<file path="config.mk">
export PLATFORM = sky130hd
export DESIGN_NAME = ffill_dist
export DESIGN_NICKNAME = d
export VERILOG_FILES = /design/src/rtl/ffill_pkg.sv /design/src/rtl/ffill_dist.sv
export SDC_FILE = /design/constraint.sdc
export NUM_CORES = 1
export LEC_CHECK = 0
export BUFFER_PORTS_ARGS = -buffer_cell sky130_fd_sc_hd__buf_4
export CORE_UTILIZATION = 59
export CTS_CLUSTER_DIAMETER = 60
export DETAILED_ROUTE_END_ITERATION = 7
export PLACE_DENSITY = 0.86
export REMOVE_ABC_BUFFERS = 1
export SLEW_MARGIN = 5
export SYNTH_ARGS = -nofsm -noshare
export SYNTH_HDL_FRONTEND = slang
export SYNTH_SLANG_ARGS = --single-unit
export TNS_END_PERCENT = 30
</file>
<file path="constraint.sdc">
create_clock -name clk_i -period 8.3 [get_ports clk_i]
set_input_delay 1.245 -clock clk_i [delete_from_list [all_inputs] [get_ports clk_i]]
set_output_delay 1.245 -clock clk_i [all_outputs]
set_load 0.01 [all_outputs]
</file>
<file path="src/rtl/ffill_pkg.sv">
// shared types and constants of the flood fill block
package ffill_pkg;

  localparam int CFG_W     = 18;
  localparam int DIST_W    = 18;
  localparam int COUNT_W   = 13;
  localparam int CFG_IDX_W = 3;

  localparam logic [COUNT_W-1:0] COUNT_MAX  = 13'd8191;
  localparam logic [6:0]         SIZE_RESET = 7'd64;

  typedef enum logic [1:0] {
    CMD_WRITE = 2'd0,
    CMD_FILL  = 2'd1,
    CMD_READ  = 2'd2,
    CMD_NONE  = 2'd3
  } cmd_e;

  typedef enum logic [1:0] {
    ST_OK       = 2'd0,
    ST_RANGE    = 2'd1,
    ST_OVERFLOW = 2'd2
  } status_e;

  typedef enum logic [CFG_IDX_W-1:0] {
    REG_FILL_RED   = 3'd0,
    REG_FILL_GREEN = 3'd1,
    REG_FILL_BLUE  = 3'd2,
    REG_TOLERANCE  = 3'd3,
    REG_WIDTH      = 3'd4,
    REG_HEIGHT     = 3'd5
  } reg_e;

  typedef enum logic [1:0] {
    CH_RED   = 2'd0,
    CH_GREEN = 2'd1,
    CH_BLUE  = 2'd2
  } chan_e;

  typedef enum logic [1:0] {
    DIR_RIGHT = 2'd0,
    DIR_DOWN  = 2'd1,
    DIR_LEFT  = 2'd2,
    DIR_UP    = 2'd3
  } dir_e;

  typedef enum logic [3:0] {
    S_IDLE,
    S_RD_WAIT,
    S_CLEAR,
    S_SEED,
    S_SEED_WAIT,
    S_POP,
    S_POP_WAIT,
    S_LOAD,
    S_DIST,
    S_PUSH,
    S_DONE
  } fsm_e;

  typedef struct packed {
    logic [7:0] red;
    logic [7:0] green;
    logic [7:0] blue;
  } rgb_t;

endpackage

</file>
<file path="src/rtl/ffill_dist.sv">
// squared rgb distance, one channel per cycle through a shared squarer
module ffill_dist import ffill_pkg::*; (
  input  logic              clk_i,
  input  logic              rst_ni,
  input  logic              start_i,
  input  rgb_t              pixel_i,
  input  rgb_t              seed_i,
  output logic              done_o,
  output logic [DIST_W-1:0] dist_o
);

  logic              busy_q, busy_d;
  logic              done_q, done_d;
  chan_e             chan_q, chan_d;
  logic [DIST_W-1:0] acc_q, acc_d;
  logic [7:0]        op_a, op_b, diff;
  logic [15:0]       sq;

  // operand select for the current channel
  always_comb begin
    unique case (chan_q)
      CH_RED: begin
        op_a = pixel_i.red;
        op_b = seed_i.red;
      end
      CH_GREEN: begin
        op_a = pixel_i.green;
        op_b = seed_i.green;
      end
      default: begin
        op_a = pixel_i.blue;
        op_b = seed_i.blue;
      end
    endcase
  end

  // absolute difference and square
  assign diff = (op_a > op_b) ? (op_a - op_b) : (op_b - op_a);
  assign sq   = 16'(diff) * 16'(diff);

  // channel sequencer and accumulator
  always_comb begin
    busy_d = busy_q;
    chan_d = chan_q;
    acc_d  = acc_q;
    done_d = 1'b0;
    if (start_i) begin
      busy_d = 1'b1;
      chan_d = CH_RED;
      acc_d  = '0;
    end else if (busy_q) begin
      acc_d = acc_q + DIST_W'(sq);
      if (chan_q == CH_BLUE) begin
        busy_d = 1'b0;
        done_d = 1'b1;
      end else begin
        chan_d = chan_e'(chan_q + 2'd1);
      end
    end
  end

  always_ff @(posedge clk_i or negedge rst_ni) begin
    if (!rst_ni) begin
      busy_q <= 1'b0;
      done_q <= 1'b0;
      chan_q <= CH_RED;
    end else begin
      busy_q <= busy_d;
      done_q <= done_d;
      chan_q <= chan_d;
    end
  end

  always_ff @(posedge clk_i) begin
    acc_q <= acc_d;
  end

  assign done_o = done_q;
  assign dist_o = acc_q;

`ifndef ASSERT_OFF
  a_start_idle: assert property (@(posedge clk_i) disable iff (!rst_ni)
    start_i |-> !busy_q) else $error("distance start while busy");
  a_done_after_blue: assert property (@(posedge clk_i) disable iff (!rst_ni)
    done_q |-> $past(busy_q) && $past(chan_q) == CH_BLUE) else $error("early done");
  a_three_cycles: assert property (@(posedge clk_i) disable iff (!rst_ni)
    start_i |=> ##2 done_d) else $error("distance not three cycles");
`endif

endmodule
</file>
After elaboration in Yosys (flattened, before gate mapping)
Cells that the tools add are included.
- word-level logic and storage cells: 28
- input bits: 51
- register bits after elaboration: 22
- output and inout port bits: 19
- $add $sub $neg: 4
- equal/unequal tests: 3
- $lt $le $gt $ge: 1
- mux-type cells: 12
- reduce and logical (&&, ||, !) cells: 3
- multipliers: 1
- operators with widths (kind ; count):
    8-bit one-hot mux with 2 select lines ; 2
    18-bit by 16-bit adder with 18-bit output ; 1
    8-bit by 8-bit multiplier with 16-bit output ; 1
    8-bit subtractor ; 2
    8-bit greater-than comparator ; 1
    8-bit 2-to-1 mux ; 1
    1-bit 2-to-1 mux ; 6
    2-bit 2-to-1 mux ; 3
    2-bit by 1-bit adder with 2-bit output, second input constant ; 1
    2-bit by 1-bit == test with 1-bit output, second input constant ; 1
    2-bit == test, second input constant ; 1
    2-bit zero test ; 1
    2-bit inequality test, second input constant ; 1
    2-bit AND reduction ; 1
    2-bit nonzero test ; 1

Logic depth before layout (Yosys ltp)
- depth in word-level cells: 6
- mapped depth: 32
- gate-level depth less buffers: 30

Worst setup path before layout
No wires, ideal clock.
- path type: input-to-reg
- start: input seed_i[16] (netlist name)
- end: register acc_q[15] (netlist: dist_o[15])
- slack: 907 ps
- buffers on the path: 0
- data arrival time: 7259 ps
- data required time: 8166 ps
- library setup time: 134 ps
- stages on the path: 27
- cell sequence: a22o_1 > a21o_1 > ha_1 > fa_1 > and2b_1 > o21ai_1 > nand3_1 > nand2_2 > mux2i_1 > xor2_1 > nor2_1 > fa_1 > inv_1 > fa_1 > inv_1 > ha_1 > inv_1 > fa_1 > inv_1 > fa_1 > a211oi_1 > o21bai_1 > a21oi_1 > o21ai_0 > nand2_1 > nor4_1 > or4_1
- cells in the longest elaborated chain, start to end: 5
- elaborated cells between the ends (all ways): 7
- classes of those cells: 3 x add/sub; 1 x mul; 1 x order compare; 2 x mux
- ends and longest elaborated chain (element ; line ; RTL):
    from (decl) ; ffill_dist.sv:7 ; input rgb_t seed_i,
    8-bit one-hot mux with 2 select lines (*) ; ffill_dist.sv:21 ; unique case (chan_q)
    8-bit subtractor / 8-bit greater-than comparator (equally long branches) ; ffill_dist.sv:38 ; assign diff = (op_a > op_b) ? (op_a - op_b) : (op_b - op_a);
    8-bit 2-to-1 mux (*) ; ffill_dist.sv:38 ;
    8-bit by 8-bit multiplier with 16-bit output (*) ; ffill_dist.sv:39 ; assign sq = 16'(diff) * 16'(diff);
    18-bit by 16-bit adder with 18-bit output (*) ; ffill_dist.sv:52 ; acc_d = acc_q + DIST_W'(sq);
    to (signal assigned) ; ffill_dist.sv:75 ; acc_q <= acc_d;
    to (decl) ; ffill_dist.sv:15 ; logic [DIST_W-1:0] acc_q, acc_d;
Mark *: on every way between the ends. The rest lies on a longest branch, timed or not.
A chain may end at the register's enable or synchronous reset.

Worst setup path in the final report
- start: input pixel_i[17] (netlist name)
- end: register acc_q[15] (netlist: dist_o[15])
- cells in the longest elaborated chain, start to end: 5
- elaborated cells between the ends (all ways): 7
- classes of those cells: 3 x add/sub; 1 x mul; 1 x order compare; 2 x mux
- ends and longest elaborated chain (element ; line ; RTL):
    from (decl) ; ffill_dist.sv:6 ; input rgb_t pixel_i,
    8-bit one-hot mux with 2 select lines (*) ; ffill_dist.sv:21 ;
    8-bit subtractor / 8-bit greater-than comparator (equally long branches) ; ffill_dist.sv:38 ;
    8-bit 2-to-1 mux (*) ; ffill_dist.sv:38 ;
    8-bit by 8-bit multiplier with 16-bit output (*) ; ffill_dist.sv:39 ;
    18-bit by 16-bit adder with 18-bit output (*) ; ffill_dist.sv:52 ;
Marks and branches as above.

==> reports/qor.csv <==
stage,metric,value,unit
yosys,ys_ff_latch,22,
run_status,run_status,completed,
worst_setup_path,r2r_end,dist_o[15],
global_routing,grt_max_degree,29,
sta,finalMaxSlewViolations,0,
yosys,seq_area_frac_synth,0.1118,
global_routing,antenna_found_initial,0,
yosys,synth_enable_flop_cells,0,
worst_setup_path,critPathMaxFanout,9,
worst_setup_path,r2r_start,chan_q[0],
yosys,synth_area_per_cell,8.304,um^2
worst_setup_path,end_kind,flip-flop,
route,routed_via_density,5.781,
final_layout,final_cell_mix,"inv_1, buf_4, ha_1, nor2_1, fa_1",
yosys,synth.area.top_cells,"fa_1, ha_1, dfxtp_1",
yosys,yosys.area.top_type,fa_1,
yosys,yosysWarnings,0,
cts,cts-htree-levels,1,
final_layout,diodes,0,
yosys,netlist_area,4119,um^2
route,ant_nets,0,
cts,cts.clk_slew.worst_paths,0.09,ns
run,drv_cap,0,
sta,finalClockSkew,0.002800,ns
sta,fin_crit,7.822,ns
worst_hold_path,worst_hold_path_type,reg -> reg,
floorplan,num_rows,30,
route,firstDrtPassIters,5,
final_layout,fin_util,0.7043,
route,num_vias,3688,
cts,clk_latency,0.28,ns
cts,ctsRootBufferMaster,clkbuf_8,
floorplan,die_height,85.56,um
global_routing,grt_pass1_wl,17030,um
yosys,async_flop_share,0.1818,
yosys,synth_cell_types,56,
worst_hold_path,hold_path_end,dist_o[5],
placed_design,gp_congestion,0.9148,
final_layout,fin_nets,709,
route,drc_errors,0,
sta,rsz0062_at_grt,false,
worst_hold_path,worstHoldStart,dist_o[5],
floorplan,start_util,0.6096,
cts,cts_buffers,3,
floorplan,ioPinCount,70,
floorplan,fp.dieW,85.56,um
cts,cts_sinks,22,
cts,clockBufferDepth,2,
worst_setup_path,reg2regPathDepth,29,
final_layout,drive_above_1_share,0.1541,
route,wl,9701,um
worst_setup_path,r2r_slack,0.55,ns
worst_setup_path,crit_path_start_kind,input pin,
yosys,synth-main-ff-cell,dfxtp_1,
placed_design,hpwl,8067,um
cts,tritoncts,yes,
yosys,syn_inst,496,
cts,hold_buffers,0,
global_routing,first_global_vias,3870,
yosys,synth_top_area_frac,0.1896,
global_routing,globalRouteTotalUtil,0.2901,
sta,relSlewSlack,0.6546,
route,drt_iter0_drc,198,
sta,tightestPinTransition,0.5168,ns
placed_design,place_ws,0.2486,ns
worst_setup_path,required,8.46,ns
route,post_drt_wl_per_cell,15.21,um
final_layout,area_growth,15.52,%
sta,finalHoldViolations,0,
worst_setup_path,cp.arrival,7.98,ns
worst_hold_path,min_path_cells,2,
sta,finalCritPeriodShare,0.9424,
final_layout,final_common_cell,inv_1,
sta,finalWorstSetupSlack,0.4778,ns
cts,cts-resized-gates,0,
cts,postCtsSetupBuffers,0,
worst_setup_path,crit_type,in -> reg,
sta,fmax,127.8,MHz
sta,fin_setup_tns,0,ns
floorplan,die_area,7320,um^2
global_routing,grt_overflow,0,
placed_design,numPortBuffers,69,
floorplan,coreArea,6756,um^2
sta,setup_viol,0,
## cells in the mapped netlist (2+ instances only)
cell type  number
o21a_1          3
nand4_1         3
or3_1           2
mux2i_1        16
nor2b_1         5
o22ai_1         3
a211oi_1        3
nand2_1        22
or4_1           2
and3_1          6
a21oi_1        23
nand3_1         8
buf_4           3
nand2b_1        7
a221o_1         3
a22o_1         15
o211ai_1        3
nor2_1         47
inv_1          93
fa_1           39
ha_1           60
a2111o_1        2
buf_2           3
o21bai_1        3
nor3b_1         3
o21ai_1         2
clkbuf_1       11
dfxtp_1        18
a21o_1         20
xor2_1          6
or2_1           2
xnor2_1        13
nor3_1          8
nand3b_1        3
o21ai_0        12
dfrtp_1         4
## critical path, cell delays in order
cell and delay, ns:
buf_4 0.10, a22o_1 0.19, a21oi_1 0.31, inv_1 0.16, fa_1 0.45, nor2b_1 0.27, a21oi_1 0.16, a21oi_1 0.23
nor3_1 0.07, a221o_1 0.46, nor2_1 0.32, inv_1 0.10, fa_1 0.51, inv_1 0.06, fa_1 0.48, fa_1 0.50
inv_1 0.06, fa_1 0.53, inv_1 0.04, ha_1 0.30, o21ai_0 0.14, o21bai_1 0.22, a21oi_1 0.14, o21ai_0 0.28
a2111oi_0 0.13, or4_1 0.53
## metal layers
layer | global-route usage | vias to the layer above | share of wire
met2 | 0.5491 | 124 | 0.53
met1 | 0.3432 | 1765 | 0.40
met3 | 0.03561 | 21 | 0.051
met5 | 0 | - | 0
li1 | - | 1778 | -
met4 | 0.08333 | 0 | 0.018
## sequential cells by signal (all words and copies together) (netlist names)
register  flops
busy_q        1
done_o        1
dist_o       18
chan_q        2
## layout make-up
cell class | count | area (um^2)
flip-flops and latches | 22 | 460.4
well taps | 80 | 100.1
multi-input cells | 364 | 3231
fillers | 551 | 1998
inverters | 93 | 349.1
clock buffers | 4 | 55.05
repair buffers | 75 | 563.0
## worst max-delay path by stage
stage / from / end / depth (start not counted)
2_1_floorplan: chan_q[0] / dist_o[15] / 30
3_3_place_gp: pixel_i[17] / dist_o[15] / 26
3_5_place_dp: pixel_i[17] / dist_o[15] / 26
4_1_cts: pixel_i[17] / dist_o[15] / 26
5_1_grt: chan_q[0] / dist_o[15] / 29
6_report: pixel_i[17] / dist_o[15] / 26
## logic make-up after synthesis
group                      synth area share
and+or+nand+nor                      0.1510
buffers and inverters                0.1039
AOI/OAI and AO/OA                    0.1756
adders and majority gates            0.3718
DFF                                  0.1118
xor gates and xnor gates            0.04435
muxes                               0.04161
## metrics by stage
stage          hold slack, ns  cells  instance area, um^2
3_5_place_dp           0.5101    634                 4703
4_1_cts                0.5242    638                 4758
3_3_place_gp           0.4946    634                 4703
5_1_grt                0.5515    638                 4758
6_report               0.5187    638                 4758
2_1_floorplan          0.5058    479                 4040
Power is left out: the tool's default activity adds up to more than one toggle a clock period on the data nets, which glitch-free logic cannot reach.
